### config.mk
export PLATFORM = sky130hd
export DESIGN_NAME = name_to_tiered_address
export DESIGN_NICKNAME = d
export VERILOG_FILES = /design/src/ntta_pkg.sv /design/src/name_to_tiered_address.sv
export SDC_FILE = /design/constraint.sdc
export NUM_CORES = 1
export LEC_CHECK = 0
export ABC_AREA = 1
export BUFFER_PORTS_ARGS = -buffer_cell sky130_fd_sc_hd__buf_2
export CAP_MARGIN = 0
export CORE_UTILIZATION = 60
export CTS_CLUSTER_SIZE = 10
export DETAILED_ROUTE_END_ITERATION = 10
export PLACE_DENSITY = 0.8
export SLEW_MARGIN = 25
export SYNTH_ARGS = -nofsm -noshare
export SYNTH_HDL_FRONTEND = slang
export SYNTH_SLANG_ARGS = --single-unit
### constraint.sdc
create_clock -name aclk -period 5.74 [get_ports aclk]
set_input_delay 0.287 -clock aclk [delete_from_list [all_inputs] [get_ports aclk]]
set_output_delay 0.287 -clock aclk [all_outputs]
set_load 0.005 [all_outputs]
### src/ntta_pkg.sv
// ----------------------------------------------------------------------------
// ntta_pkg: shared types, constants and tier geometry
// Hash constants, parse phases and the tier table for the tiered address block.
// ----------------------------------------------------------------------------
package ntta_pkg;

    localparam int unsigned NUM_TIERS = 4;

    localparam logic [31:0] FNV_BASIS = 32'h811c_9dc5;
    localparam logic [31:0] FNV_PRIME = 32'h0100_0193;
    localparam logic [31:0] TAIL_MUL  = 32'd131;

    localparam logic [7:0] CHAR_B     = 8'h62;
    localparam logic [7:0] CHAR_L     = 8'h6C;
    localparam logic [7:0] CHAR_K     = 8'h6B;
    localparam logic [7:0] CHAR_DOT   = 8'h2E;
    localparam logic [7:0] CHAR_ZERO  = 8'h30;
    localparam logic [7:0] CHAR_NINE  = 8'h39;

    // Register map: byte address bit 2 selects the register index.
    localparam int unsigned PADDR_W  = 3;
    localparam logic        REG_TIER = 1'b0;

    typedef enum logic [2:0] {
        PH_B,
        PH_L,
        PH_K,
        PH_DOT,
        PH_DIGITS,
        PH_TAIL,
        PH_OTHER
    } phase_t;

    typedef struct packed {
        logic [31:0] macro_keep;
        logic [31:0] micro_keep;
        logic [4:0]  micro_shift;
    } tier_geom_t;

    function automatic tier_geom_t tier_geom(input logic [1:0] idx);
        tier_geom_t g;
        unique case (idx)
            2'd0: g = '{32'h0000_007F, 32'h0000_00FF, 5'd8};
            2'd1: g = '{32'h0000_7FFF, 32'h0000_3FFF, 5'd14};
            2'd2: g = '{32'h003F_FFFF, 32'h001F_FFFF, 5'd21};
            default: g = '{32'h1FFF_FFFF, 32'h1FFF_FFFF, 5'd29};
        endcase
        return g;
    endfunction

endpackage

### src/name_to_tiered_address.sv
// ----------------------------------------------------------------------------
// name_to_tiered_address: streamed name to tiered 32-bit address
// Hashes a name one byte per request and emits its tiered address on the
// request flagged last.
// ----------------------------------------------------------------------------
// Output: the address is registered and appears on m_ in the cycle after the last byte is accepted.
// Throughput: one byte per cycle while the result register is free or being
// drained; the hash updates are constant combinational shift-add networks,
// and the result register frees itself in the same cycle its address is taken.
// Reset: aresetn (synchronous, active low) clears the name state, the tier
// register and the result valid flag.
module name_to_tiered_address
    import ntta_pkg::*;
(
    input  logic                aclk,
    input  logic                aresetn,
    // configuration port
    input  logic                psel,
    input  logic                penable,
    input  logic                pwrite,
    input  logic [PADDR_W-1:0]  paddr,
    input  logic [31:0]         pwdata,
    output logic [31:0]         prdata,
    output logic                pready,
    // name byte requests
    input  logic                s_valid,
    output logic                s_ready,
    input  logic [7:0]          s_character,
    input  logic                s_no_character,
    input  logic                s_last,
    // address results
    output logic                m_valid,
    input  logic                m_ready,
    output logic [31:0]         m_address
);

    logic [2:0]  tier_reg;
    phase_t      phase_reg, phase_next;
    logic [31:0] fnv_reg, fnv_next;
    logic [31:0] layer_reg, layer_next;
    logic [31:0] tail_reg, tail_next;
    logic        m_valid_reg, m_valid_next;
    logic [31:0] m_address_reg, m_address_next;

    logic        accept;
    logic        take_byte;
    logic        is_digit;
    logic [31:0] char_w;
    logic [31:0] fnv_x;
    logic [31:0] fnv_step;
    logic [31:0] tail_step;
    logic [31:0] layer_step;
    logic        blk_name;
    tier_geom_t  geom;
    tier_geom_t  geom_base;
    logic [31:0] macro_val;
    logic [31:0] micro_val;
    logic [31:0] address_val;

    // ------------------------------------------------------------------
    // Configuration: single tier register, always ready
    // ------------------------------------------------------------------
    assign pready = 1'b1;
    assign prdata = (paddr[2] == REG_TIER) ? {29'd0, tier_reg} : 32'd0;

    always_ff @(posedge aclk) begin
        if (!aresetn) begin
            tier_reg <= 3'd0;
        end else if (psel && penable && pwrite && pready && (paddr[2] == REG_TIER)) begin
            tier_reg <= pwdata[2:0];
        end
    end

    // ------------------------------------------------------------------
    // Handshake: take a byte whenever the result register is free or
    // being drained this cycle
    // ------------------------------------------------------------------
    assign s_ready   = !m_valid_reg || m_ready;
    assign accept    = s_valid && s_ready;
    assign take_byte = accept && !s_no_character;

    // ------------------------------------------------------------------
    // Hash steps as shift-add networks
    // ------------------------------------------------------------------
    assign char_w   = {24'd0, s_character};
    assign is_digit = (s_character >= CHAR_ZERO) && (s_character <= CHAR_NINE);

    // FNV prime is 2^24 + 2^8 + 2^7 + 2^4 + 2^1 + 1
    assign fnv_x    = fnv_reg ^ char_w;
    assign fnv_step = (fnv_x << 24) + (fnv_x << 8) + (fnv_x << 7)
                    + (fnv_x << 4) + (fnv_x << 1) + fnv_x;

    // times 131 is 2^7 + 2^1 + 1
    assign tail_step  = (tail_reg << 7) + (tail_reg << 1) + tail_reg + char_w;
    // times 10 is 2^3 + 2^1
    assign layer_step = (layer_reg << 3) + (layer_reg << 1) + (char_w - {24'd0, CHAR_ZERO});

    // ------------------------------------------------------------------
    // Parse phase: next state
    // ------------------------------------------------------------------
    always_comb begin
        phase_next = phase_reg;
        unique case (phase_reg)
            PH_B:      phase_next = (s_character == CHAR_B)   ? PH_L      : PH_OTHER;
            PH_L:      phase_next = (s_character == CHAR_L)   ? PH_K      : PH_OTHER;
            PH_K:      phase_next = (s_character == CHAR_K)   ? PH_DOT    : PH_OTHER;
            PH_DOT:    phase_next = (s_character == CHAR_DOT) ? PH_DIGITS : PH_OTHER;
            PH_DIGITS: phase_next = is_digit ? PH_DIGITS : PH_TAIL;
            PH_TAIL:   phase_next = PH_TAIL;
            PH_OTHER:  phase_next = PH_OTHER;
            default:   phase_next = PH_OTHER;
        endcase
    end

    // ------------------------------------------------------------------
    // Hash and layer updates for one byte
    // ------------------------------------------------------------------
    always_comb begin
        fnv_next   = fnv_step;
        layer_next = layer_reg;
        tail_next  = tail_reg;
        unique case (phase_reg)
            PH_DIGITS: begin
                if (is_digit) begin
                    layer_next = layer_step;
                end else if (s_character != CHAR_DOT) begin
                    // drop only the single separator dot
                    tail_next = tail_step;
                end
            end
            PH_TAIL: tail_next = tail_step;
            default: ;
        endcase
    end

    // ------------------------------------------------------------------
    // Address composition from the state after the last byte
    // ------------------------------------------------------------------
    assign blk_name  = (phase_next == PH_DIGITS) || (phase_next == PH_TAIL);
    assign geom      = tier_geom(tier_reg[1:0]);
    assign geom_base = tier_geom(2'd0);

    always_comb begin
        macro_val = 32'd0;
        micro_val = 32'd0;
        if ({29'd0, tier_reg} >= 32'(NUM_TIERS)) begin
            // fallback tier: blk names give the tier-0 macro slot alone
            address_val = blk_name ? (layer_next & geom_base.macro_keep) : 32'd0;
        end else begin
            if (blk_name) begin
                macro_val = layer_next & geom.macro_keep;
                micro_val = tail_next & geom.micro_keep;
            end else begin
                micro_val = fnv_next & geom.micro_keep;
            end
            address_val = (macro_val << geom.micro_shift) | micro_val;
        end
    end

    // ------------------------------------------------------------------
    // Result register
    // ------------------------------------------------------------------
    always_comb begin
        m_valid_next   = m_valid_reg && !m_ready;
        m_address_next = m_address_reg;
        if (accept && s_last) begin
            m_valid_next   = 1'b1;
            m_address_next = s_no_character ? 32'd0 : address_val;
        end
    end

    always_ff @(posedge aclk) begin
        if (!aresetn) begin
            m_valid_reg <= 1'b0;
        end else begin
            m_valid_reg <= m_valid_next;
        end
        m_address_reg <= m_address_next;
    end

    // ------------------------------------------------------------------
    // Name state: advance on a byte, return to reset values when a name ends;
    // hold on a stray empty mark
    // ------------------------------------------------------------------
    always_ff @(posedge aclk) begin
        if (!aresetn || (accept && s_last)) begin
            phase_reg <= PH_B;
            fnv_reg   <= FNV_BASIS;
            layer_reg <= 32'd0;
            tail_reg  <= 32'd0;
        end else if (take_byte) begin
            phase_reg <= phase_next;
            fnv_reg   <= fnv_next;
            layer_reg <= layer_next;
            tail_reg  <= tail_next;
        end
    end

    assign m_valid   = m_valid_reg;
    assign m_address = m_address_reg;

endmodule
==> results.cfg, run 1 <==
[run_status]
status = finished, final reports clean

[sta]
min_period_ns = 4.78
setup_tns_ns = 0
slew-limit-headroom = 0.358
hold_viol = 0
drv_slew = 0
skew_ns = 0.0186
fmax_mhz = 209
fin_crit_sh = 0.832
finalSetupViolCount = 0
rsz0062_at_grt = false
worst_slew_pin_slew_ns = 0.960
fin_ws_ns = 0.962

[min_path]
hold_class = input port to flip-flop

[synthesis]
synth_cells = 1772
yosys-top-cells-area = fa_1 17%, dfxtp_1 12%, ha_1 12%
synthDominantCellAreaShare = 0.171
synth_area_leader_cell = fa_1
syn-cell-area_mm2 = 0.0130
synth-async-reset-ratio = 0
synth.most_common_cell = nand2_1
synth-main-ff-cell = dfxtp_1
seq_area_frac_synth = 0.197
synth_common_cells = 371 x nand2_1, 296 x inv_1, 161 x a21oi_1
ys_types = 49
synth_warnings = 0
ys_ff_latch = 112
avgSynthCellArea_um2 = 7.34
synth_edf_count = 32

[global_route]
grt_overflow = 0
use_met1 = 0.454
track_usage = 0.335
grt_pass1_wl_mm = 57.3
busiest_layer = met2
grt_pass1_vias = 11200
use_met3 = 0.0480
antenna_found_initial = 1
use_met2 = 0.548
grt_max_degree = 72

[floorplan]
initial_utilization = 0.615
die_x_um = 149
die_h_um = 149
core_area_mm2 = 0.0212
row_count = 53
dieArea_mm2 = 0.0223
num_io_pins = 119

[cells_and_area]
drive_gt1_frac = 0.0642
antenna_cells = 0
area_delta_synth_final_pct = 5.13
largest_reg_flops = 32
nets = 2088
final_cells = 2082

[worst_setup_path]
worst_setup_path_end_kind = flip-flop
crit_slowest_cell = fa_1
critPathMaxStageDelay_ns = 0.57
worst-setup-path-type = flip-flop to flip-flop
crit_path_max_fanout = 5
worstPathArrival_ns = 4.88
cp-start-kind = flip-flop
required_ns = 5.84
cp_common_cell = nand2_1
path_cells = xnor2_1 > inv_1 > fa_1 > inv_1 > fa_1 > inv_1 > fa_1 > ha_1 > nand2_1 > nor3_1 > nand2_1 > nor2_1 > nand2_1 > nand4_1 > nand3_1 > nand2_1 > inv_1 > nand2_1 > a21oi_1

[routing]
dr.pass1.iters = 6
first_iter_violations = 1165
wl_mm = 36.1
drc = 0
vias_per_cell = 5.71
avgRoutedWirePerCell_um = 17.3
ant_nets = 0
num_vias = 11900

[placed_design]
gp_congestion = 1.02
dp_hpwl_mm = 29.3
place_inst = 2066
pre_cts_slack_ns = 1.06
io_buffers = 57

[cts]
tritoncts = done
cts_made_buffers = 9
cts_sinks = 112
root_buffer = clkbuf_16
holdBufCountCts = 0
cts_resized = 0
worstSkewPairLatency_ns = 0.38
clk_pin_slew_worst_paths_ns = 0.09
cts_max_path_buffers = 2
htreeDepth = 3
cts_setup_buffers = 0

[job]
drv_cap = 0
-- metal layers --
metal / vias to the layer above / routed length, µm
li1: 5728 / -
met4: 2 / 983
met1: 5632 / 15400
met2: 462 / 16800
met3: 67 / 2800
met5: - / 11
-- cell type report --
type / count / area [µm²]
clock buffers: 9 / 225
repair buffers: 65 / 345
flip-flops and latches: 112 / 2560
inverters: 310 / 1170
well taps: 275 / 344
clock inverters: 7 / 86.3
multi-input cells: 1304 / 8950
fillers: 1912 / 7470
-- through the flow --
| step | hold slack, ns | util | area (µm²) |
|---|---|---|---|
| 3_3_place_gp | 0.461 | 0.632 | 13400 |
| 5_1_grt | 0.184 | 0.647 | 13700 |
| 3_5_place_dp | 0.473 | 0.632 | 13400 |
| 6_report | 0.152 | 0.647 | 13700 |
| 2_1_floorplan | 0.385 | - | 13100 |
| 4_1_cts | 0.146 | 0.647 | 13700 |
-- cells by family after synthesis --
| group | after synthesis | share of synthesized area |
|---|---|---|
| compound gates | 340 | 0.143 |
| other cells | 2 | 0.000577 |
| flops | 112 | 0.197 |
| buf+inv | 384 | 0.125 |
| xor+xnor | 49 | 0.0330 |
| fa+ha+maj | 234 | 0.289 |
| simple gates | 651 | 0.213 |
-- cells in the final DEF, fill, tap and decap left out, types with 30 or more instances in the layout --
master    netlist  final
ha_1          123    123
inv_1         296    296
buf_2           6     57
nand2_1       371    371
conb_1          2     30
edfxtp_1       32     32
fa_1          111    111
a21oi_1       161    161
nand3_1       114    114
dfxtp_1        80     80
nor2_1        110    108
o21ai_0        90     90
-- worst max-delay path, delay by kind of cell (launching register included) --
kind,cells,cell delay (ns)
simple gates,9,1.16
compound gates,1,0.08
xor+xnor,1,0.46
fa+ha+maj,4,1.94
buf+inv,4,0.52
flops,1,0.33
-- final timing paths --
path,from,end,slack [ns],cells after the start
setup / recovery,fnv_reg[0]$_SDFFE_PP1P_,m_address[27]$_SDFFCE_PP0P_,0.96,19
hold / removal,aresetn,m_valid$_SDFF_PN0_,0.15,3
setup reg to reg,fnv_reg[0]$_SDFFE_PP1P_,m_address[27]$_SDFFCE_PP0P_,0.96,19
hold reg to reg,fnv_reg[3]$_SDFFE_PP0P_,fnv_reg[3]$_SDFFE_PP0P_,0.49,2
Power of run 1 is left out: the tool's default activity adds up to more than one toggle a clock period on the data nets, which glitch-free logic cannot reach.
==> run 2, diff against run 1 <==
- CORE_UTILIZATION: 60 -> 56
- PLACE_DENSITY: 0.8 -> 0.79
- clock period: 5.74 -> 4 ns (I/O delays scaled with it)
==> run 2 against run 1 <==
Compared with the run above:
- the flow now finishes with violations (setup timing)
- wire length increased by 6.7%
- worst hold slack got worse by 0.071 ns
- final area increased by 11%
- sequential share of layout area decreased by 1.7 points
- critical endpoint is now m_address[21]$_SDFFCE_PP0P_
- highest routed layer is now met4
- utilization increased by 2.3 points
==> results.cfg, run 2 (synthesis gave the netlist of run 1 again) <==
[run_status]
status = complete, but fails checks
failed_checks = setup timing

[global_route]
grt_pass1_vias = 12000
grt_pass1_wl_mm = 61.3
antenna_found_initial = 0
grt_max_degree = 69
track_usage = 0.329
grt_overflow = 0

[sta]
slew-limit-headroom = 0.432
hold_viol = 0
fin_ws_ns = -0.0253
finalSetupViolCount = 2
skew_ns = 0.0150
setup_tns_ns = -0.0255
min_period_ns = 4.03
fmax_mhz = 248
drv_slew = 0
rsz0062_at_grt = true
fin_crit_sh = 1.01
worst_slew_pin_slew_ns = 0.852
hold_slack_ns = 0.0810

[worst_setup_path]
worst_setup_path_end_kind = flip-flop
crit_path_max_fanout = 4
critPathMaxStageDelay_ns = 0.54
path_cells = buf_12 > fa_1 > inv_1 > fa_1 > inv_2 > fa_1 > ha_4 > buf_6 > nand4_1 > buf_6 > nor2_4 > nand4_1 > nand4_1 > nand3_1 > nand2_1 > inv_2 > a21oi_2 > nor2_1
path_buf_inv = 6
crit_family = adder cells
required_ns = 4.12
cp-start-kind = flip-flop
worst-setup-path-type = flip-flop to flip-flop
worstPathArrival_ns = 4.14
r2r_slack_ns = -0.03
crit_slowest_cell = fa_1

[routing]
wl_met2_mm = 17.6
wl_mm = 38.5
first_iter_violations = 1272
dr.pass1.iters = 6
avgRoutedWirePerCell_um = 17.5
wl_met1_mm = 16.3
vias_per_cell = 5.66
wl_met3_mm = 3.23
num_vias = 12500
ant_nets = 0
drc = 0
maxUsedRoutingLayer = met4

[cells_and_area]
antenna_cells = 0
final_area_mm2 = 0.0152
nets = 2195
largest_reg_flops = 32
final_common_cell = nand2_1
area_delta_synth_final_pct = 16.9
final_cell_mix = 354 x nand2_1, 284 x inv_1, 137 x a21oi_1
drive_gt1_frac = 0.184

[cts]
root_buffer = clkbuf_16
holdBufCountCts = 0
cts_made_buffers = 9
cts_sinks = 112
worstSkewPairLatency_ns = 0.37
clk_pin_slew_worst_paths_ns = 0.08
htreeDepth = 3
cts_max_path_buffers = 2
tritoncts = done

[placed_design]
io_buffers = 57
pre_cts_slack_ns = -0.216
dp_hpwl_mm = 30.8
gp_congestion = 1.02
dpl_cell_area_mm2 = 0.0142

[floorplan]
die_h_um = 154
core_area_mm2 = 0.0227
die_x_um = 154
num_io_pins = 119
initial_utilization = 0.573
row_count = 55
dieArea_mm2 = 0.0239

[min_path]
hold_class = input port to flip-flop

[job]
drv_cap = 0
run 2: stage by stage:
stage / std cells / utilization
2_1_floorplan: 1800 / -
5_1_grt: 2199 / 0.670
3_3_place_gp: 2176 / 0.624
6_report: 2199 / 0.670
3_5_place_dp: 2176 / 0.624
4_1_cts: 2193 / 0.643
run 2: repair_timing:
item | in CTS | in global routing
gates resized for setup | 22 | 139
endpoints found under the setup margin | 31 | 34
endpoints found under the hold margin | 0 | 0
pin swaps | 1 | 61
setup buffers | 1 | 6
run 2: path summary, 6_finish.rpt:
path                            startpoint                           to  depth (start not counted)
setup / recovery  fnv_reg[11]$_SDFFE_PP1P_  m_address[21]$_SDFFCE_PP0P_                         18
hold / removal                     aresetn           m_valid$_SDFF_PN0_                          3
setup reg to reg  fnv_reg[11]$_SDFFE_PP1P_  m_address[21]$_SDFFCE_PP0P_                         18
hold reg to reg    fnv_reg[1]$_SDFFE_PP0P_      fnv_reg[1]$_SDFFE_PP0P_                          2
run 2: worst min-delay path: stages:
cell	delay (ns)
buf_2	0.11
nand2_1	0.05
inv_1	0.05
run 2: layer usage:
layer,GRT usage,vias to the layer above
met5,0,-
met4,0.107,0
met3,0.0516,99
met2,0.537,537
met1,0.449,5891
li1,-,5928
run 2: cell type report:
cell class              instances  area, µm²
well taps                     285        357
fillers                      1873       7490
clock inverters                 5       57.6
inverters                     310       1170
flip-flops and latches        112       2590
repair buffers                172       1210
clock buffers                  11        254
multi-input cells            1304       9580
Power of run 2 is left out for the same reason.
==> run 3, diff against run 2 <==
- CORE_UTILIZATION: 56 -> 60
- PLACE_DENSITY: 0.79 -> 0.8
- clock period: 4 -> 4.1 ns (I/O delays scaled with it)
==> run 3 against run 2 <==
Compared with the run above:
- the run now ends clean
- critical endpoint is now m_address[18]$_SDFFCE_PP0P_
- register-to-register slack better by 0.08 ns
- count of clock-buffer cells in the layout fell by 2
- flip-flop and latch count unchanged
- via count is 0.70% lower
- sequential share of layout area increased by 0.82 points
- first-iteration DRC count increased by 17%
- highest routed layer unchanged
==> results.cfg, run 3 (synthesis gave the netlist of run 1 again) <==
[cts]
cts_made_buffers = 9
htreeDepth = 3
tritoncts = done
cts_sinks = 112
clk_pin_slew_worst_paths_ns = 0.09
cts_max_path_buffers = 2
holdBufCountCts = 0
root_buffer = clkbuf_16
worstSkewPairLatency_ns = 0.37

[sta]
slew-limit-headroom = 0.317
fmax_mhz = 247
hold_viol = 0
finalSetupViolCount = 0
drv_slew = 0
worst_slew_pin_slew_ns = 1.02
skew_ns = 0.00954
min_period_ns = 4.04
fin_crit_sh = 0.986

[cells_and_area]
nets = 2144
antenna_cells = 0
final_cells = 2138
final_cell_mix = 363 x nand2_1, 293 x inv_1, 152 x a21oi_1
final_common_cell = nand2_1
area_delta_synth_final_pct = 11.0
largest_reg_flops = 32
drive_gt1_frac = 0.128
fill_cells = 1775

[global_route]
grt_pass1_wl_mm = 60.0
antenna_found_initial = 0
grt_pass1_vias = 11500
grt_max_degree = 69
track_usage = 0.354
grt_overflow = 0

[placed_design]
place_inst = 2116
io_buffers = 57
dp_hpwl_mm = 30.6
gp_congestion = 0.992

[worst_setup_path]
worst-setup-path-type = flip-flop to flip-flop
required_ns = 4.19
worstPathArrival_ns = 4.14
cp-start-kind = flip-flop
crit_path_max_fanout = 3
worst_setup_path_end_kind = flip-flop

[floorplan]
die_h_um = 149
dieArea_mm2 = 0.0223
num_io_pins = 119
row_count = 53
core_area_mm2 = 0.0212
die_x_um = 149
initial_utilization = 0.615

[routing]
vias_per_cell = 5.78
avgRoutedWirePerCell_um = 18.0
first_iter_violations = 1483
num_vias = 12400
wl_mm = 38.6
dr.pass1.iters = 7
ant_nets = 0
drc = 0

[job]
drv_cap = 0

[min_path]
hold_class = input port to flip-flop

[run_status]
status = finished, final reports clean
## run 3: changes by cell type in the layout (fill, tap and decap cells not counted), sizes merged
cell,change
clkinvlp,-1
buf,-51
inv,+4
clkinv,-1
clkbuf,-2
## run 3: through the flow
stage / setup slack [ns] / TNS [ns] / hold WS (ns) / util / area [µm²]
5_1_grt: -0.0440 / -0.149 / 0.0675 / 0.683 / 14500
3_5_place_dp: -0.139 / -1.05 / 0.447 / 0.650 / 13800
2_1_floorplan: 0.249 / 0 / 0.303 / - / 13100
3_3_place_gp: -0.0570 / -0.262 / 0.434 / 0.650 / 13800
6_report: 0.0587 / 0 / 0.0673 / 0.683 / 14500
4_1_cts: 0.0111 / 0 / 0.0661 / 0.666 / 14100
## run 3: repair_timing
| item | in CTS | in global routing |
|---|---|---|
| gates resized for setup | 6 | 75 |
| setup buffers | 0 | 6 |
| pin swaps | 1 | 11 |
| setup endpoints to repair | 14 | 32 |
## run 3: path summary, 6_finish.rpt
check,end,cells past startpoint,slack (ns),from
setup / recovery,m_address[18]$_SDFFCE_PP0P_,17,0.06,fnv_reg[7]$_SDFFE_PP1P_
hold / removal,m_valid$_SDFF_PN0_,3,0.07,aresetn
setup reg to reg,m_address[18]$_SDFFCE_PP0P_,17,0.06,fnv_reg[7]$_SDFFE_PP1P_
hold reg to reg,fnv_reg[1]$_SDFFE_PP0P_,2,0.49,fnv_reg[1]$_SDFFE_PP0P_
## run 3: layer usage
metal	share of wire	global-route usage	vias to the layer above
met1	0.42	0.493	5836
met5	0	0	-
met2	0.45	0.555	591
met3	0.088	0.0419	98
li1	-	-	5843
met4	0.044	0.151	0
## run 3: critical path, cell delays in order (launching register included)
cell,delay (ns)
dfxtp_1,0.35
xnor2_2,0.31
inv_2,0.10
ha_1,0.29
inv_1,0.05
fa_1,0.54
inv_1,0.05
fa_1,0.45
ha_1,0.33
a21oi_1,0.25
buf_4,0.15
o21a_1,0.13
o21ai_1,0.09
a21oi_1,0.16
xor2_1,0.31
nand2_1,0.09
nand2_1,0.08
nor3_2,0.04
## run 3: cell type report
| cell class | instances | area [µm²] | share of cell area |
|---|---|---|---|
| Clock buffer | 9 | 225 | 0.0156 |
| Clock inverter | 7 | 67.6 | 0.00468 |
| Inverter | 310 | 1170 | 0.0808 |
| Multi-Input combinational cell | 1304 | 9290 | 0.643 |
| Sequential cell | 112 | 2570 | 0.178 |
| Tap cell | 275 | 344 | 0.0238 |
| Timing Repair Buffer | 121 | 778 | 0.0539 |
Power of run 3 is left out for the same reason.
